## src/design/nr_sss_pkg.sv

```systemverilog
// shared constants, types and sequence tables for the nr sss sequence mapper
package nr_sss_pkg;

  localparam int SEQ_LEN         = 127;
  localparam int IDX_W           = 7;
  localparam int MAX_SYMBOL_SIZE = 4096;
  localparam int KW              = 14;
  localparam int CFG_IDX_W       = 3;
  localparam int CFG_DATA_W      = 15;

  localparam logic [10:0] SEQ_MAG           = 11'd768;
  localparam logic [14:0] INV_SQRT2_Q15     = 15'd23170;
  localparam logic [5:0]  SSS_CARRIER_START = 6'd56;
  localparam logic [4:0]  SSS_SYMBOL_GAP    = 5'd2;
  localparam logic [9:0]  DIV3_RECIP        = 10'd683;
  localparam logic [6:0]  CEIL_BIAS         = 7'd127;

  // register indexes of the configuration port
  localparam logic [CFG_IDX_W-1:0] CFG_CELL_ID           = 3'd0;
  localparam logic [CFG_IDX_W-1:0] CFG_AMPLITUDE         = 3'd1;
  localparam logic [CFG_IDX_W-1:0] CFG_ANTENNA_PORTS     = 3'd2;
  localparam logic [CFG_IDX_W-1:0] CFG_CARRIER_OFFSET    = 3'd3;
  localparam logic [CFG_IDX_W-1:0] CFG_SUBCARRIER_OFFSET = 3'd4;
  localparam logic [CFG_IDX_W-1:0] CFG_SYMBOL_SIZE       = 3'd5;

  typedef struct packed {
    logic [5:0] m0;
    logic [6:0] m1;
  } sss_shift_t;

  // m-sequence x(i+7) = x(i+tap) ^ x(i), seeded 1000000
  function automatic logic [SEQ_LEN-1:0] msequence(input int tap);
    logic [SEQ_LEN-1:0] x;
    int i;
    x    = '0;
    x[0] = 1'b1;
    for (i = 0; i < SEQ_LEN - 7; i++) begin
      x[i+7] = x[i+tap] ^ x[i];
    end
    return x;
  endfunction

  localparam logic [SEQ_LEN-1:0] X0_SEQ = msequence(4);
  localparam logic [SEQ_LEN-1:0] X1_SEQ = msequence(1);

  // nid1 = id / 3 by reciprocal, nid2 = id mod 3, then both cyclic shifts
  function automatic sss_shift_t cell_shifts(input logic [9:0] cid);
    logic [19:0] prod;
    logic [8:0]  nid1;
    logic [10:0] three_n1;
    logic [1:0]  nid2;
    logic [1:0]  q;
    sss_shift_t  s;
    prod     = 20'(cid) * 20'(DIV3_RECIP);
    nid1     = prod[19:11];
    three_n1 = 11'({nid1, 1'b0}) + 11'(nid1);
    nid2     = 2'(11'(cid) - three_n1);
    if (nid1 >= 9'd336) begin
      q = 2'd3;
    end else if (nid1 >= 9'd224) begin
      q = 2'd2;
    end else if (nid1 >= 9'd112) begin
      q = 2'd1;
    end else begin
      q = 2'd0;
    end
    s.m0 = 6'(6'({q, 4'b0}) - 6'(q) + 6'({nid2, 2'b0}) + 6'(nid2));
    s.m1 = 7'(nid1 - (9'({q, 7'b0}) - 9'({q, 4'b0})));
    return s;
  endfunction

endpackage

```

## src/design/nr_sss_sequence_mapper.sv

```systemverilog
// nr secondary synchronisation signal element mapper, top level
//
// Usage: each request on the in_ channel names one element (element_index,
// antenna, start_symbol) and yields exactly one result on the out_ channel:
// the +-768 sequence element, the amplitude-scaled sample, the word index of
// its real part in the antenna grid, the antenna echo and a last flag.
// Handshake: a request moves on an edge with valid high and stall low; the
// receiver drives stall. cfg_ready is always high; the user must write
// registers only while no request is in flight, the block does not enforce it.
// Path: a taken request waits in the input register; its result is then
// registered. Throughput: one request per clock while in_stall is low, set
// by the single input register and result register around the element logic.
// Carrier walk: a 127-entry carrier index table is rebuilt after reset and
// after every write to carrier_offset, subcarrier_offset or symbol_size;
// a start step loads the walk register, then one entry per clock is written
// from the walk register, with in_stall high throughout.
// Stall: while out_stall holds a result, one more request is taken into the
// input register, after which in_stall rises until the result moves.
module nr_sss_sequence_mapper (
  input  logic                                 clk,
  input  logic                                 rst_n,
  input  logic                                 cfg_valid,
  output logic                                 cfg_ready,
  input  logic [nr_sss_pkg::CFG_IDX_W-1:0]     cfg_index,
  input  logic [nr_sss_pkg::CFG_DATA_W-1:0]    cfg_wdata,
  input  logic                                 in_valid,
  output logic                                 in_stall,
  input  logic [nr_sss_pkg::IDX_W-1:0]         in_element_index,
  input  logic [2:0]                           in_antenna,
  input  logic [3:0]                           in_start_symbol,
  output logic                                 out_valid,
  input  logic                                 out_stall,
  output logic signed [10:0]                   out_sequence_value,
  output logic signed [10:0]                   out_sample_value,
  output logic [16:0]                          out_grid_index,
  output logic [2:0]                           out_antenna_out,
  output logic                                 out_last_element
);

  localparam int KW    = nr_sss_pkg::KW;
  localparam int IDX_W = nr_sss_pkg::IDX_W;

  // configuration
  logic [9:0]  cell_id_r;
  logic [14:0] amplitude_r;
  logic [3:0]  ports_r;
  logic [11:0] carrier_r;
  logic [11:0] subcarrier_r;
  logic [12:0] symbol_size_r;
  logic        cfg_we;
  logic        geom_write;
  logic [9:0]  cell_id_nxt;
  logic [14:0] amplitude_nxt;
  logic [3:0]  ports_nxt;
  logic [29:0] amp_prod;
  logic [14:0] a_eff_nxt;
  logic [14:0] a_eff_r;
  nr_sss_pkg::sss_shift_t shift_r;

  // carrier table build
  logic            fill_busy_r;
  logic            fill_init_r;
  logic [IDX_W-1:0] fill_cnt_r;
  logic [KW-1:0]   walk_k_r;
  logic [KW-1:0]   walk_k_nxt;
  logic [KW:0]     walk_p1;
  logic [KW-1:0]   k_start;
  logic [12:0]     nsz;
  logic [KW-1:0]   k_mem [nr_sss_pkg::SEQ_LEN];

  // request path
  logic             out_adv;
  logic             in_accept;
  logic [IDX_W-1:0] rd_n;
  logic             s1_valid_r;
  logic [IDX_W-1:0] s1_n_r;
  logic [2:0]       s1_antenna_r;
  logic [3:0]       s1_start_r;
  logic             s1_last_r;
  logic [KW-1:0]    s1_k_r;

  logic [7:0]       i0_sum;
  logic [7:0]       i1_sum;
  logic [IDX_W-1:0] i0;
  logic [IDX_W-1:0] i1;
  logic             negative;
  logic [16:0]      a3;
  logic [16:0]      a3_ceil;
  logic [10:0]      seq_nxt;
  logic [10:0]      samp_nxt;
  logic [4:0]       sym_l;
  logic [17:0]      row_base;
  logic [18:0]      grid_sum;

  logic               out_valid_r;
  logic signed [10:0] out_seq_r;
  logic signed [10:0] out_samp_r;
  logic [16:0]        out_grid_r;
  logic [2:0]         out_antenna_r;
  logic               out_last_r;

  assign cfg_ready  = 1'b1;
  assign cfg_we     = cfg_valid && cfg_ready;
  assign geom_write = cfg_we && ((cfg_index == nr_sss_pkg::CFG_CARRIER_OFFSET) ||
                                 (cfg_index == nr_sss_pkg::CFG_SUBCARRIER_OFFSET) ||
                                 (cfg_index == nr_sss_pkg::CFG_SYMBOL_SIZE));

  assign cell_id_nxt   = (cfg_we && cfg_index == nr_sss_pkg::CFG_CELL_ID) ?
                         cfg_wdata[9:0] : cell_id_r;
  assign amplitude_nxt = (cfg_we && cfg_index == nr_sss_pkg::CFG_AMPLITUDE) ?
                         cfg_wdata[14:0] : amplitude_r;
  assign ports_nxt     = (cfg_we && cfg_index == nr_sss_pkg::CFG_ANTENNA_PORTS) ?
                         cfg_wdata[3:0] : ports_r;
  assign amp_prod      = 30'(amplitude_nxt) * 30'(nr_sss_pkg::INV_SQRT2_Q15);
  assign a_eff_nxt     = (ports_nxt == 4'd1) ? amplitude_nxt : amp_prod[29:15];

  always_ff @(posedge clk) begin
    if (!rst_n) begin
      cell_id_r     <= '0;
      amplitude_r   <= 15'd16384;
      ports_r       <= 4'd1;
      carrier_r     <= '0;
      subcarrier_r  <= '0;
      symbol_size_r <= 13'd2048;
      a_eff_r       <= 15'd16384;
      shift_r       <= '0;
    end else begin
      cell_id_r   <= cell_id_nxt;
      amplitude_r <= amplitude_nxt;
      ports_r     <= ports_nxt;
      a_eff_r     <= a_eff_nxt;
      shift_r     <= nr_sss_pkg::cell_shifts(cell_id_nxt);
      if (cfg_we) begin
        case (cfg_index)
          nr_sss_pkg::CFG_CARRIER_OFFSET:    carrier_r     <= cfg_wdata[11:0];
          nr_sss_pkg::CFG_SUBCARRIER_OFFSET: subcarrier_r  <= cfg_wdata[11:0];
          nr_sss_pkg::CFG_SYMBOL_SIZE:       symbol_size_r <= cfg_wdata[12:0];
          default: ;
        endcase
      end
    end
  end

  assign nsz = (symbol_size_r > 13'(nr_sss_pkg::MAX_SYMBOL_SIZE)) ?
               13'(nr_sss_pkg::MAX_SYMBOL_SIZE) : symbol_size_r;
  assign k_start = KW'(carrier_r) + KW'(subcarrier_r) +
                   KW'(nr_sss_pkg::SSS_CARRIER_START);

  // one carrier advance, with the dc skip on wrap
  assign walk_p1    = (KW+1)'(walk_k_r) + (KW+1)'(1);
  assign walk_k_nxt = (walk_p1 >= (KW+1)'(nsz)) ?
                      KW'(walk_p1 + (KW+1)'(1) - (KW+1)'(nsz)) : KW'(walk_p1);

  always_ff @(posedge clk) begin
    if (!rst_n) begin
      fill_busy_r <= 1'b1;
      fill_init_r <= 1'b1;
      fill_cnt_r  <= '0;
    end else if (geom_write) begin
      fill_busy_r <= 1'b1;
      fill_init_r <= 1'b1;
      fill_cnt_r  <= '0;
    end else if (fill_busy_r) begin
      if (fill_init_r) begin
        fill_init_r <= 1'b0;
        walk_k_r    <= k_start;
      end else begin
        walk_k_r   <= walk_k_nxt;
        fill_cnt_r <= fill_cnt_r + IDX_W'(1);
        if (fill_cnt_r == IDX_W'(nr_sss_pkg::SEQ_LEN - 1)) begin
          fill_busy_r <= 1'b0;
        end
      end
    end
  end

  always_ff @(posedge clk) begin
    if (fill_busy_r && !fill_init_r) begin
      k_mem[fill_cnt_r] <= walk_k_r;
    end
  end

  // request handshake
  assign out_adv   = !out_valid_r || !out_stall;
  assign in_stall  = fill_busy_r || (s1_valid_r && !out_adv);
  assign in_accept = in_valid && !in_stall;
  assign rd_n      = (in_element_index == IDX_W'(nr_sss_pkg::SEQ_LEN)) ?
                     '0 : in_element_index;

  always_ff @(posedge clk) begin
    if (!rst_n) begin
      s1_valid_r <= 1'b0;
    end else if (in_accept) begin
      s1_valid_r <= 1'b1;
    end else if (out_adv) begin
      s1_valid_r <= 1'b0;
    end
  end

  always_ff @(posedge clk) begin
    if (in_accept) begin
      s1_n_r       <= rd_n;
      s1_antenna_r <= in_antenna;
      s1_start_r   <= in_start_symbol;
      s1_last_r    <= (in_element_index == IDX_W'(nr_sss_pkg::SEQ_LEN - 1));
      s1_k_r       <= k_mem[rd_n];
    end
  end

  // sequence element
  assign i0_sum   = 8'(s1_n_r) + 8'(shift_r.m0);
  assign i1_sum   = 8'(s1_n_r) + 8'(shift_r.m1);
  assign i0       = (i0_sum >= 8'(nr_sss_pkg::SEQ_LEN)) ?
                    IDX_W'(i0_sum - 8'(nr_sss_pkg::SEQ_LEN)) : IDX_W'(i0_sum);
  assign i1       = (i1_sum >= 8'(nr_sss_pkg::SEQ_LEN)) ?
                    IDX_W'(i1_sum - 8'(nr_sss_pkg::SEQ_LEN)) : IDX_W'(i1_sum);
  assign negative = nr_sss_pkg::X0_SEQ[i0] ^ nr_sss_pkg::X1_SEQ[i1];

  // a * 768 >> 15 is a * 3 >> 7; the negative side rounds towards minus infinity
  assign a3       = 17'({a_eff_r, 1'b0}) + 17'(a_eff_r);
  assign a3_ceil  = a3 + 17'(nr_sss_pkg::CEIL_BIAS);
  assign seq_nxt  = negative ? 11'(11'd0 - nr_sss_pkg::SEQ_MAG) : nr_sss_pkg::SEQ_MAG;
  assign samp_nxt = negative ? 11'(11'd0 - {1'b0, a3_ceil[16:7]}) : {1'b0, a3[16:7]};

  // grid word index
  assign sym_l    = 5'(s1_start_r) + nr_sss_pkg::SSS_SYMBOL_GAP;
  assign row_base = 18'(sym_l) * 18'(nsz);
  assign grid_sum = 19'(row_base) + 19'(s1_k_r);

  always_ff @(posedge clk) begin
    if (!rst_n) begin
      out_valid_r <= 1'b0;
    end else if (out_adv) begin
      out_valid_r <= s1_valid_r;
    end
  end

  always_ff @(posedge clk) begin
    if (out_adv && s1_valid_r) begin
      out_seq_r     <= $signed(seq_nxt);
      out_samp_r    <= $signed(samp_nxt);
      out_grid_r    <= {grid_sum[15:0], 1'b0};
      out_antenna_r <= s1_antenna_r;
      out_last_r    <= s1_last_r;
    end
  end

  assign out_valid          = out_valid_r;
  assign out_sequence_value = out_seq_r;
  assign out_sample_value   = out_samp_r;
  assign out_grid_index     = out_grid_r;
  assign out_antenna_out    = out_antenna_r;
  assign out_last_element   = out_last_r;

  // sample sign follows the sequence sign
  assert property (@(posedge clk) disable iff (!rst_n)
    out_valid_r |-> ((out_seq_r == 11'sd768 && !out_samp_r[10]) ||
                     (out_seq_r == -11'sd768 && (out_samp_r[10] || out_samp_r == 11'sd0))))
    else $error("sample sign disagrees with sequence element");

  assert property (@(posedge clk) disable iff (!rst_n)
    geom_write |=> (fill_busy_r && fill_init_r && fill_cnt_r == '0))
    else $error("carrier table rebuild not restarted after geometry write");

  assert property (@(posedge clk) disable iff (!rst_n)
    (fill_busy_r && !fill_init_r && !geom_write &&
     fill_cnt_r == IDX_W'(nr_sss_pkg::SEQ_LEN - 1)) |=> !fill_busy_r)
    else $error("carrier table rebuild did not finish after last entry");

  assert property (@(posedge clk) disable iff (!rst_n)
    (in_accept && in_element_index == IDX_W'(nr_sss_pkg::SEQ_LEN - 1))
      |=> (s1_valid_r && s1_last_r && s1_n_r == IDX_W'(nr_sss_pkg::SEQ_LEN - 1)))
    else $error("last element request lost its flag");

endmodule
```

## config.mk

```make
export PLATFORM = sky130hd
export DESIGN_NAME = nr_sss_sequence_mapper
export DESIGN_NICKNAME = d
export VERILOG_FILES = /design/src/design/nr_sss_pkg.sv /design/src/design/nr_sss_sequence_mapper.sv
export SDC_FILE = /design/constraint.sdc
export NUM_CORES = 2
export LEC_CHECK = 0
export ABC_AREA = 1
export BUFFER_PORTS_ARGS = -buffer_cell sky130_fd_sc_hd__buf_2
export CAP_MARGIN = 0
export CORE_ASPECT_RATIO = 0.8
export CORE_MARGIN = 4
export CORE_UTILIZATION = 45
export CTS_CLUSTER_SIZE = 24
export DETAILED_ROUTE_END_ITERATION = 8
export GPL_TIMING_DRIVEN = 1
export SLEW_MARGIN = 15
export SYNTH_ARGS = -nofsm -noshare
export SYNTH_HDL_FRONTEND = slang
export SYNTH_SLANG_ARGS = --single-unit
```

## constraint.sdc

```tcl
create_clock -name clk -period 7.4 [get_ports clk]
set_clock_uncertainty 0.2 [all_clocks]
set_input_delay 0.37 -clock clk [delete_from_list [all_inputs] [get_ports clk]]
set_output_delay 0.37 -clock clk [all_outputs]
set_load 0.02 [all_outputs]
```

==> key figures <==
Global route
  – Initial antenna violation count: 2
  – Largest net degree at the start of global routing: 178
  – Grt ovf: 0
  – First-pass GRT wire length: 363000 µm
  – GR Util All Layers: 23.6%
  – Vias in the first global route: 55600

Detailed routing
  – 1st-pass router iterations: 6
  – DRC viols: 0
  – Vias post-DR: 59300
  – WL final: 244000 µm
  – Final ANT Viol Nets: 0
  – Via density: 5.77
  – Avg WL per Cell: 23.8 µm
  – Starting DRT DRC Count: 7278

Critical path
  – Slowest CP cell: o21ai_0
  – Critical path fanouts, max: 16
  – Worst setup path start: cfg_valid
  – Worst setup EP type: flop
  – Required time of the critical path: 7.90 ns
  – WS Path Type: primary input to flop
  – CP Launch Type: primary input
  – Delay of the slowest critical-path stage: 0.62 ns
  – Data arrival, critical path: 7.32 ns
  – R2R Path Start: cell_id_r[0]$_SDFF_PN0_

Power and ir drop
  – Total Power: 26.3 mW
  – IR drop worst, VDD: 0.254 mV
  – Leakage: 35.0 nW
  – Pwr dens: 266 mW/mm²

Synth
  – Synth async-reset ratio: 0%
  – Unique cell type count in the Yosys netlist: 52
  – Sequential share of the synthesized area: 65.4%
  – Largest area contributor in the netlist: edfxtp_1
  – Top FF cell, synth: edfxtp_1
  – Post-Syn Instances: 7453
  – #FFs+latches synth: 1959
  – Avg Cell Area, Syn: 11.9 µm²
  – Most common cell in the synthesized netlist: edfxtp_1
  – Top cell type's share of synthesized area: 63.0%
  – Ys Warns: 0
  – Synth area leaders: edfxtp_1 63%, o21ai_0 5.8%, nor2_1 5.2%, ha_1 4.0%, fa_1 2.7%
  – EDFF count, synth: 1854
  – Commonest cells post-synth: 1854 x edfxtp_1, 1217 x nor2_1, 1018 x o21ai_0
  – Mapped cell area: 0.0884 mm²

Placement
  – Gp weighted congestion: 0.897
  – Pre-CTS WS: 0.372 ns
  – Port bufs: 71
  – Dpl cells: 9863
  – Post-detail-place hpwl: 145000 µm

Layout
  – Fin util: 50.6%
  – Non-Filler Instances: 10300
  – Layout cells sized above 1: 8.55%
  – Final net count: 7961
  – Area growth syn-to-layout: 11.8%
  – ANT cells: 0

Run status
  – Status: finished clean

Floorplan
  – Std cell rows: 145
  – Die W: 503 µm
  – Die ar.: 0.204 mm²
  – Initial core utilization: 45.3%
  – Core Region: 0.195 mm²
  – Top-Level Pins: 83
  – Die H: 404 µm

Clocking
  – Root Buffer: clkbuf_16
  – Post-CTS setup repair buffer count: 0
  – CTS buffer count: 192
  – Worst-path clk slew: 0.08 ns
  – Cts hold-fix bufs: 41
  – H-tree depth: 4
  – Clock latency on the worst-skew pair: 0.83 ns
  – CTS Buffer Depth: 3
  – CTS tree: built
  – Clock Sinks: 1959
  – Post-CTS Resized: 0

Job
  – MaxCap Viol Count: 0

Timing
  – Endpoints failing hold: 0
  – Fmax: 147 MHz
  – Worst slew pin tran: 1.24 ns
  – RSZ-0062 raised after global routing: no
  – Setup TNS: 0 ns
  – Max-slew violations: 0
  – Fin crit share: 92.1%
  – Setup violations, final: 0
  – Worst rel slew slack: 17.5%
  – Fin worst setup slack: 0.583 ns
  – Fin crit period: 6.82 ns

Hold path
  – Min-delay worst type: primary input to flop
  – Hold wc startpoint: in_antenna[2]
## final timing paths
| path | endpoint | slack [ns] | cells past startpoint |
|---|---|---|---|
| worst max-delay path | shift_r[12]$_SDFF_PN0_ | 0.58 | 30 |
| worst max register to register | shift_r[12]$_SDFF_PN0_ | 0.99 | 31 |
| worst min register to register | out_last_element$_DFFE_PP_ | 0.23 | 0 |
| worst min-delay path | s1_antenna_r[2]$_DFFE_PP_ | 0.07 | 2 |
## kinds of logic (layout without fill, tap and decap cells)
group | Yosys count | in the layout | share of synthesized area [%]
buffers and inverters | 960 | 1191 | 4.20
adders and majority gates | 397 | 397 | 6.62
AOI/OAI and AO/OA | 1909 | 1909 | 12.8
other | 2 | 11 | 0.00850
xor gates and xnor gates | 92 | 92 | 0.963
DFF | 1959 | 1959 | 65.4
and+or+nand+nor | 2134 | 2134 | 9.97
## cell type report
type                    instances  area (µm²)
multi-input cells            4543       27100
clock inverters               115        1150
clock buffers                 245        5130
repair buffers                311        2480
fillers                     16900       96400
flip-flops and latches       1959       57800
inverters                     520        1970
well taps                    2572        3220
## worst max-delay path, delay by kind of cell
family	cells	cell delay (ns)
buffers and inverters	8	1.22
xor gates and xnor gates	3	0.72
and+or+nand+nor	7	0.79
AOI/OAI and AO/OA	4	1.09
adders and majority gates	8	3.08
## layer usage
| layer | vias to the layer above | track usage [%] | part of all wire, % | wire length (µm) |
|---|---|---|---|---|
| met5 | - | 0 | 0 | 0 |
| met4 | 0 | 5.85 | 2.5 | 6070 |
| met3 | 315 | 4.62 | 8.7 | 21300 |
| met2 | 2422 | 34.0 | 43 | 104000 |
| met1 | 29300 | 36.6 | 46 | 113000 |
| li1 | 27200 | - | - | - |
## placed cells by master, fill, tap and decap left out, types with 196 or more instances in the layout
cell type / netlist / layout
o211ai_1: 237 / 237
nand3_1: 318 / 318
inv_1: 509 / 506
o21ai_0: 1018 / 1018
o221ai_1: 210 / 210
nand2_1: 495 / 488
nor2_1: 1217 / 1185
edfxtp_1: 1854 / 1854
clkbuf_16: 0 / 196
ha_1: 279 / 279
o22ai_1: 211 / 211
## sequential cells by signal, summed over array words and instances (netlist names), 13 cells and up
register,flops
amplitude_r,15
out_grid_index,16
s1_k_r,14
symbol_size_r,13
k_mem,1778
shift_r,13
a_eff_r,15
walk_k_r,14
## stage by stage
stage | hold WS (ns) | instance area [µm²]
floorplan | 0.200 | 88400
global placement | 0.203 | 92100
detailed placement | 0.206 | 92100
CTS | 0.00159 | 98800
global route | 0.0276 | 98800
finish | 0.0697 | 98800
## where the power goes
part | leakage (nW) | switching [mW] | total, mW | internal, mW
clock network | 3.07 | 4.28 | 9.81 | 5.52
registers | 17.6 | 0.0511 | 12.7 | 12.6
logic | 14.4 | 2.78 | 3.83 | 1.04
total | 35.0 | 7.12 | 26.3 | 19.2
(Power assumes the default switching activity.)
